File: config.mk
export PLATFORM = sky130hd
export DESIGN_NAME = date_time_field_editor_unit_flat
export DESIGN_NICKNAME = d
export VERILOG_FILES = /design/src/hw/rtl/dtfe_pkg.sv /design/src/hw/rtl/dtfe_if.sv /design/src/hw/rtl/date_time_field_editor_unit.sv /design/src/flat_wrapper.sv
export SDC_FILE = /design/constraint.sdc
export NUM_CORES = 1
export LEC_CHECK = 0
export BUFFER_PORTS_ARGS = -buffer_cell sky130_fd_sc_hd__buf_2
export CAP_MARGIN = 15
export CORE_ASPECT_RATIO = 0.6
export CORE_UTILIZATION = 30
export CTS_BUF_LIST = sky130_fd_sc_hd__clkbuf_4 sky130_fd_sc_hd__clkbuf_8
export CTS_CLUSTER_SIZE = 20
export DETAILED_ROUTE_END_ITERATION = 8
export HOLD_SLACK_MARGIN = 0.06
export SLEW_MARGIN = 0
export SYNTH_ARGS = -nofsm -noshare
export SYNTH_HDL_FRONTEND = slang
export SYNTH_SLANG_ARGS = --single-unit
File: constraint.sdc
create_clock -name clock -period 5.36 [get_ports clock]
set_input_delay 0 -clock clock [delete_from_list [all_inputs] [get_ports clock]]
set_output_delay 0 -clock clock [all_outputs]
set_load 0.01 [all_outputs]
File: src/hw/rtl/dtfe_pkg.sv
// shared types, command codes and calendar helpers for the date and time field editor
`default_nettype none

package dtfe_pkg;

   // key commands
   typedef enum logic [2:0] {
      OP_LOAD   = 3'd0,
      OP_TOGGLE = 3'd1,
      OP_NEXT   = 3'd2,
      OP_INC    = 3'd3,
      OP_DEC    = 3'd4
   } opcode_type;

   // field select codes
   localparam logic [2:0] FLD_YEAR   = 3'd0;
   localparam logic [2:0] FLD_MONTH  = 3'd1;
   localparam logic [2:0] FLD_DAY    = 3'd2;
   localparam logic [2:0] FLD_HOUR   = 3'd3;
   localparam logic [2:0] FLD_MINUTE = 3'd4;
   localparam logic [2:0] FLD_SECOND = 3'd5;

   // field limits
   localparam logic [6:0] YEAR_MAX   = 7'd99;
   localparam logic [3:0] MONTH_MAX  = 4'd12;
   localparam logic [4:0] HOUR_MAX   = 5'd23;
   localparam logic [5:0] MINSEC_MAX = 6'd59;

   typedef struct packed {
      logic [2:0] opcode;
      logic [6:0] load_year;
      logic [3:0] load_month;
      logic [4:0] load_day;
      logic [4:0] load_hour;
      logic [5:0] load_minute;
      logic [5:0] load_second;
   } req_payload_type;

   typedef struct packed {
      logic [6:0] year_out;
      logic [3:0] month_out;
      logic [4:0] day_out;
      logic [4:0] hour_out;
      logic [5:0] minute_out;
      logic [5:0] second_out;
      logic [2:0] selected_field;
      logic       set_mode;
      logic       write_clock;
   } rsp_payload_type;

   // days in month, leap february when year mod 4 is zero, all other month codes give 31
   function automatic logic [4:0] month_len(input logic [3:0] month, input logic [6:0] year);
      logic [4:0] len;
      case (month)
         4'd4, 4'd6, 4'd9, 4'd11: len = 5'd30;
         4'd2:                    len = (year[1:0] == 2'd0) ? 5'd29 : 5'd28;
         default:                 len = 5'd31;
      endcase
      return len;
   endfunction

   // next field select, wraps after the second field
   function automatic logic [2:0] next_field(input logic [2:0] idx);
      logic [2:0] nxt;
      case (idx)
         3'd5:    nxt = 3'd0;
         3'd6:    nxt = 3'd1;
         3'd7:    nxt = 3'd2;
         default: nxt = idx + 3'd1;
      endcase
      return nxt;
   endfunction

endpackage

`default_nettype wire

File: src/hw/rtl/dtfe_if.sv
// valid/ready channel interfaces for command and result transfers
`default_nettype none

interface dtfe_req_if import dtfe_pkg::*; ();
   logic            valid;
   logic            ready;
   req_payload_type payload;

   modport source (output valid, output payload, input ready);
   modport sink   (input valid, input payload, output ready);
endinterface

interface dtfe_rsp_if import dtfe_pkg::*; ();
   logic            valid;
   logic            ready;
   rsp_payload_type payload;

   modport source (output valid, output payload, input ready);
   modport sink   (input valid, input payload, output ready);
endinterface

`default_nettype wire

File: src/hw/rtl/date_time_field_editor_unit.sv
// top level of the key-driven date and time field editor
//
// usage
//  - req_chan carries one key command per transfer: load from clock, mode
//    toggle, next field, increment or decrement, plus the six load values
//  - rsp_chan returns exactly one result per command: all six fields after
//    the command, the selected field, the mode and the write-to-clock strobe
//  - results are registered: a command's result is loaded into the output
//    register when it is free or being read, else into the skid register
//  - throughput is one command per cycle while req_chan.ready is high; the
//    field state gets a single wrap and day-length pass at the accepting edge
//  - results sit in an output register backed by one skid register, so a
//    command is still taken while one result waits; req_chan.ready drops only
//    when both are full
//  - reset (synchronous, active high) empties both result registers and sets
//    year 0, month 1, day 1, time 00:00:00, field 0, show mode
`default_nettype none

module date_time_field_editor_unit import dtfe_pkg::*; (
   input  wire logic clock,
   input  wire logic reset,
   dtfe_req_if.sink  req_chan,
   dtfe_rsp_if.source rsp_chan
);

   // field state
   logic [6:0] year_ff,   year_in;
   logic [3:0] month_ff,  month_in;
   logic [4:0] day_ff,    day_in;
   logic [4:0] hour_ff,   hour_in;
   logic [5:0] minute_ff, minute_in;
   logic [5:0] second_ff, second_in;
   logic [2:0] field_ff,  field_in;
   logic       mode_ff,   mode_in;
   logic       wr_clk;

   // result buffering
   logic            out_valid_ff,  out_valid_in;
   logic            skid_valid_ff, skid_valid_in;
   rsp_payload_type out_data_ff,   out_data_in;
   rsp_payload_type skid_data_ff,  skid_data_in;
   rsp_payload_type result;

   logic push;
   logic pop;

   // increment and decrement candidates
   logic [4:0] dim_inc;
   logic [4:0] dim_dec;
   logic [6:0] yr_dec;
   logic [3:0] mo_dec_raw;
   logic [3:0] mo_dec;
   logic [4:0] dy_dec_raw;
   logic [4:0] dy_dec;

   assign req_chan.ready = !skid_valid_ff;
   assign push = req_chan.valid && req_chan.ready;
   assign pop  = rsp_chan.valid && rsp_chan.ready;

   assign rsp_chan.valid   = out_valid_ff;
   assign rsp_chan.payload = out_data_ff;

   // day length for increment uses the fields as they stand
   assign dim_inc = month_len(month_ff, year_ff);

   // decrement path: step the selected field, then repair month and day
   always_comb begin
      yr_dec     = year_ff;
      mo_dec_raw = month_ff;
      dy_dec_raw = day_ff;
      if (field_ff == FLD_YEAR) begin
         yr_dec = (year_ff == 7'd0) ? YEAR_MAX : year_ff - 7'd1;
      end
      if (field_ff == FLD_MONTH) begin
         mo_dec_raw = (month_ff <= 4'd1) ? MONTH_MAX : month_ff - 4'd1;
      end
      if (field_ff == FLD_DAY) begin
         dy_dec_raw = (day_ff == 5'd0) ? 5'd0 : day_ff - 5'd1;
      end
      mo_dec  = (mo_dec_raw == 4'd0) ? MONTH_MAX : mo_dec_raw;
      dim_dec = month_len(mo_dec, yr_dec);
      if (dy_dec_raw == 5'd0) begin
         dy_dec = dim_dec;
      end else if (dy_dec_raw > dim_dec) begin
         dy_dec = 5'd1;
      end else begin
         dy_dec = dy_dec_raw;
      end
   end

   // command decode and next field state
   always_comb begin
      year_in   = year_ff;
      month_in  = month_ff;
      day_in    = day_ff;
      hour_in   = hour_ff;
      minute_in = minute_ff;
      second_in = second_ff;
      field_in  = field_ff;
      mode_in   = mode_ff;
      wr_clk    = 1'b0;
      case (req_chan.payload.opcode)
         OP_LOAD: begin
            // clock chip values only land in show mode
            if (!mode_ff) begin
               year_in   = req_chan.payload.load_year;
               month_in  = req_chan.payload.load_month;
               day_in    = req_chan.payload.load_day;
               hour_in   = req_chan.payload.load_hour;
               minute_in = req_chan.payload.load_minute;
               second_in = req_chan.payload.load_second;
            end
         end
         OP_TOGGLE: begin
            // leaving set mode strobes a write back to the clock chip
            if (mode_ff) begin
               mode_in  = 1'b0;
               field_in = FLD_YEAR;
               wr_clk   = 1'b1;
            end else begin
               mode_in = 1'b1;
            end
         end
         OP_NEXT: begin
            field_in = next_field(field_ff);
         end
         OP_INC: begin
            case (field_ff)
               FLD_YEAR:   year_in   = (year_ff >= YEAR_MAX) ? 7'd0 : year_ff + 7'd1;
               FLD_MONTH:  month_in  = (month_ff >= MONTH_MAX) ? 4'd1 : month_ff + 4'd1;
               FLD_DAY:    day_in    = (day_ff >= dim_inc) ? 5'd1 : day_ff + 5'd1;
               FLD_HOUR:   hour_in   = (hour_ff >= HOUR_MAX) ? 5'd0 : hour_ff + 5'd1;
               FLD_MINUTE: minute_in = (minute_ff >= MINSEC_MAX) ? 6'd0 : minute_ff + 6'd1;
               FLD_SECOND: second_in = (second_ff >= MINSEC_MAX) ? 6'd0 : second_ff + 6'd1;
               default:    ;
            endcase
         end
         OP_DEC: begin
            year_in  = yr_dec;
            month_in = mo_dec;
            day_in   = dy_dec;
            case (field_ff)
               FLD_HOUR:   hour_in   = (hour_ff == 5'd0) ? HOUR_MAX : hour_ff - 5'd1;
               FLD_MINUTE: minute_in = (minute_ff == 6'd0) ? MINSEC_MAX : minute_ff - 6'd1;
               FLD_SECOND: second_in = (second_ff == 6'd0) ? MINSEC_MAX : second_ff - 6'd1;
               default:    ;
            endcase
         end
         default: ;
      endcase

      result.year_out       = year_in;
      result.month_out      = month_in;
      result.day_out        = day_in;
      result.hour_out       = hour_in;
      result.minute_out     = minute_in;
      result.second_out     = second_in;
      result.selected_field = field_in;
      result.set_mode       = mode_in;
      result.write_clock    = wr_clk;
   end

   // output register with one skid entry behind it
   always_comb begin
      out_valid_in  = out_valid_ff;
      skid_valid_in = skid_valid_ff;
      out_data_in   = out_data_ff;
      skid_data_in  = skid_data_ff;
      if (skid_valid_ff) begin
         // no transfer in while the skid entry is held
         if (pop) begin
            out_data_in   = skid_data_ff;
            skid_valid_in = 1'b0;
         end
      end else if (push) begin
         if (!out_valid_ff || pop) begin
            out_valid_in = 1'b1;
            out_data_in  = result;
         end else begin
            skid_valid_in = 1'b1;
            skid_data_in  = result;
         end
      end else if (pop) begin
         out_valid_in = 1'b0;
      end
   end

   always_ff @(posedge clock) begin
      if (reset) begin
         year_ff       <= 7'd0;
         month_ff      <= 4'd1;
         day_ff        <= 5'd1;
         hour_ff       <= 5'd0;
         minute_ff     <= 6'd0;
         second_ff     <= 6'd0;
         field_ff      <= FLD_YEAR;
         mode_ff       <= 1'b0;
         out_valid_ff  <= 1'b0;
         skid_valid_ff <= 1'b0;
      end else begin
         if (push) begin
            year_ff   <= year_in;
            month_ff  <= month_in;
            day_ff    <= day_in;
            hour_ff   <= hour_in;
            minute_ff <= minute_in;
            second_ff <= second_in;
            field_ff  <= field_in;
            mode_ff   <= mode_in;
         end
         out_valid_ff  <= out_valid_in;
         skid_valid_ff <= skid_valid_in;
      end
   end

   always_ff @(posedge clock) begin
      out_data_ff  <= out_data_in;
      skid_data_ff <= skid_data_in;
   end

   // a held skid entry always has a result in front of it
   a_skid_behind_out: assert property (@(posedge clock) disable iff (reset)
      skid_valid_ff |-> out_valid_ff)
      else $error("skid entry held with empty output register");

   // the write strobe only comes with the return to show mode
   a_write_in_show: assert property (@(posedge clock) disable iff (reset)
      (rsp_chan.valid && rsp_chan.payload.write_clock) |-> !rsp_chan.payload.set_mode)
      else $error("write strobe while still in set mode");

   // the edited field never leaves the six real fields
   a_field_range: assert property (@(posedge clock) disable iff (reset)
      rsp_chan.valid |-> (rsp_chan.payload.selected_field <= FLD_SECOND))
      else $error("selected field out of range");

   // a transfer into an empty result stage shows up the next cycle
   a_push_shows: assert property (@(posedge clock) disable iff (reset)
      (push && !out_valid_ff) |=> out_valid_ff)
      else $error("accepted command produced no result");

endmodule

`default_nettype wire
File: src/flat_wrapper.sv
// flat-port wrapper written by rule: the top's interface ports become plain ports
module date_time_field_editor_unit_flat import dtfe_pkg::*;
  (clock, reset, req_chan_valid, req_chan_payload, req_chan_ready, rsp_chan_valid, rsp_chan_payload, rsp_chan_ready);
  dtfe_req_if req_chan_i ();
  dtfe_rsp_if rsp_chan_i ();
  input  wire logic clock;
  input  wire logic reset;
  input wire logic [$bits(req_chan_i.valid)-1:0] req_chan_valid;
  input wire logic [$bits(req_chan_i.payload)-1:0] req_chan_payload;
  output wire logic [$bits(req_chan_i.ready)-1:0] req_chan_ready;
  output wire logic [$bits(rsp_chan_i.valid)-1:0] rsp_chan_valid;
  output wire logic [$bits(rsp_chan_i.payload)-1:0] rsp_chan_payload;
  input wire logic [$bits(rsp_chan_i.ready)-1:0] rsp_chan_ready;
  assign req_chan_i.valid = req_chan_valid;
  assign req_chan_i.payload = req_chan_payload;
  assign req_chan_ready = req_chan_i.ready;
  assign rsp_chan_valid = rsp_chan_i.valid;
  assign rsp_chan_payload = rsp_chan_i.payload;
  assign rsp_chan_i.ready = rsp_chan_ready;
  date_time_field_editor_unit u_core (.clock(clock), .reset(reset), .req_chan(req_chan_i), .rsp_chan(rsp_chan_i));
endmodule
==> metrics.yaml <==
status: "complete, no violations"
drv_cap: 0
die_height_um: 125.4
regArea_um2: 3063
root_buffer: "clkbuf_8"
finalMaxSlewViolations: 0
worstPathRequired_ns: 5.57
cpMostUsedCell: "ha_1"
crit_fanout: 14
end_kind: "flop"
synthArstFlopShare_pct: 0
routed_wirelength_mm: 25.63
clk_pin_slew_ns: 0.08
grt_use_total_pct: 20.06
clockBufferDepth: 2
layout_commonest_cell: "nand2_1"
min-delay-start: "req_chan_payload[6]"
fillers: 2515
grt_use_met3_pct: 3.868
slowest_delay_ns: 0.59
start_kind: "flop"
start_util_pct: 31.03
power.internal_mw: 1.724
p_sw_uw: 740.1
antenna_found_initial: 0
peakVddDrop_v: 0.0001314
vias: 7125
path_delay_family: "compound AO/OA/AOI/OAI gates"
syn2layout_area_growth_pct: 15.82
synthCells: 856
finalCriticalPeriod_ns: 4.442
antenna_cells: 0
cts_max_level: 4
cts_made_buffers: 17
ys_warn_count: 0
relSlewSlack_pct: 26.33
ys_types: 83
finalWeightedCongestion: 0.9074
final_cell_mix: "nand2_1 (84), buf_2 (79), edfxtp_1 (76)"
die_width_um: 207.7
hold_path_class: "in2reg"
critical_path_buf_inv_count: 1
finalSetupViolations: 0
timing.setup.tns_ns: 0
cts_resized: 0
drive_gt1_share_pct: 18.83
fp-row-count: 44
nets: 976
crit_type: "reg2reg"
core-area_um2: 24550
dp_hpwl_mm: 17.96
swShare_pct: 30.04
synth_seq_cells: 115
power_leakage_nw: 3.259
post_synth.cell_area_avg_um2: 8.900
num_io_pins: 80
io_buffer_count: 79
drt-initial-drc-count: 748
grt_pass1_vias: 6591
path_cells: "inv_1 > ha_1 > or2_2 > a211oi_1 > a21oi_1 > or3b_2 > o21a_1 > ha_1 > nand2b_1 > a221oi_1 > o2111ai_2 > and3_4 > o32a_2 > mux2_4"
ys_seq_area_share_pct: 40.20
combPwrFrac_pct: 19.3
rsz0062_at_grt: "false"
hold_viol_final: 0
fmax_ghz: 0.2251
clk_latency_ns: 0.47
seqPwrFrac_pct: 43.9
dpl_worst_slack_ns: 1.005
use_met1_pct: 31.68
synth_top_flop_cell: "edfxtp_1"
fin_skew_ns: 0.01424
dr.pass1.iters: 6
syn_area_um2: 7619
synth_edf_count: 76
critPathSlowestCell: "dfxtp_1"
dieArea_um2: 26060
cts_setup_buffers: 0
multiInputGateArea_um2: 4183
cts_tree: "built"
busiest_layer: "met1"
viasPerCell: 5.718
max_slew.worst_pin.slew_ns: 1.105
postRouteAntennaNets: 0
globalRouteMet2Util_pct: 26.68
clock-sinks: 115
clockPowerShare_pct: 36.8
gr-total-overflow: 0
grt_max_degree: 41
r2r_start: "u_core.month_ff[0]"
syn-num-nets: 921
powerDensity_nw_per_um2: 279.2
drc: 0
arrival_ns: 4.65
finalCritPeriodShare_pct: 82.87
fin_ws_ns: 0.9183
grt_pass1_wl_mm: 39.74
cts_hold_buf: 13
crit_start: "u_core.month_ff[0]"
wl_per_cell_um: 20.57
-- worst min-delay path, stage by stage --
cell	delay [ns]
buf_2	0.11
a22oi_1	0.07
nor2_1	0.09
a221o_1	0.17
-- metrics by stage --
step                util (%)  instance area (um2)  total power [mW]  hold WS (ns)  cells
detailed placement     33.68                 8269             1.561        0.2160   1201
global route           35.94                 8823             2.576        0.1008   1246
floorplan                  -                 7619             1.396        0.1001    856
CTS                    35.94                 8823             2.478       0.08380   1246
global placement       33.68                 8269             1.558        0.2114   1201
finish                 35.94                 8823             2.464        0.1040   1246
-- cell usage after synthesis, drive strengths merged, types with 11 or more instances --
cell	n	area, um2
a211oi	16	120.1
a21oi	73	365.4
a31oi	16	100.1
clkbuf	62	234.0
dfxtp	39	780.8
edfxtp	76	2282
ha	25	312.8
inv	30	112.6
mux2	32	364.1
mux2i	17	170.2
nand2	84	315.3
nand2b	13	81.33
nand3	21	105.1
nor2	74	277.8
nor3	11	55.05
o211ai	14	105.1
o21a	12	90.09
o21ai	61	305.3
o31ai	14	105.1
-- state kept, by name, summed over array words and instances (netlist names) --
signal                   flops
u_core.field_ff              3
u_core.rsp_chan.payload     38
u_core.month_ff              4
u_core.skid_valid_ff         1
u_core.rsp_chan.valid        1
u_core.minute_ff             6
u_core.hour_ff               5
u_core.skid_data_ff         38
u_core.year_ff               7
u_core.second_ff             6
u_core.day_ff                5
u_core.mode_ff               1
-- per-layer routing --
metal | vias up | share of wire [%]
li1 | 3329 | -
met1 | 3436 | 50
met2 | 334 | 39
met3 | 26 | 8.7
met4 | 0 | 1.3
met5 | - | 0
-- cell families after synthesis --
kind of cell             Yosys count  share of synthesized area [%]
AO/OA/AOI/OAI                    292                          25.57
XOR/XNOR                           7                         0.8047
adder cells (fa/ha/maj)           25                          4.106
buffers and inverters            101                          5.190
flip-flops                       115                          40.20
multiplexers                      49                          7.012
AND/OR/NAND/NOR                  267                          17.11
-- final cells by class --
type	instances	share of cell area (%)
tap	322	4.566
multi-input combinational	640	47.40
sequential	115	34.71
timing repair buffer	107	7.232
clock buffer	21	2.992
clock inverter	11	1.815
inverter	30	1.276
-- path summary, 6_finish.rpt --
| kind | to | slack (ns) | cells past startpoint |
|---|---|---|---|
| setup / recovery | u_core.rsp_chan.payload[23] | 0.92 | 14 |
| hold / removal | u_core.skid_data_ff[11] | 0.10 | 4 |
| setup reg to reg | u_core.rsp_chan.payload[23] | 0.92 | 14 |
| hold reg to reg | u_core.rsp_chan.payload[32] | 0.52 | 2 |
-- power by group through the flow --
| stage | sequential [mW] | combinational, mW | clock, mW |
|---|---|---|---|
| global route | 1.09 | 0.518 | 0.967 |
| CTS | 1.08 | 0.472 | 0.925 |
| finish | 1.08 | 0.474 | 0.908 |
| detailed placement | 1.10 | 0.462 | 0 |
| global placement | 1.10 | 0.457 | 0 |
| floorplan | 1.08 | 0.314 | 0 |
No activity file was read; power rests on OpenSTA's default activity.
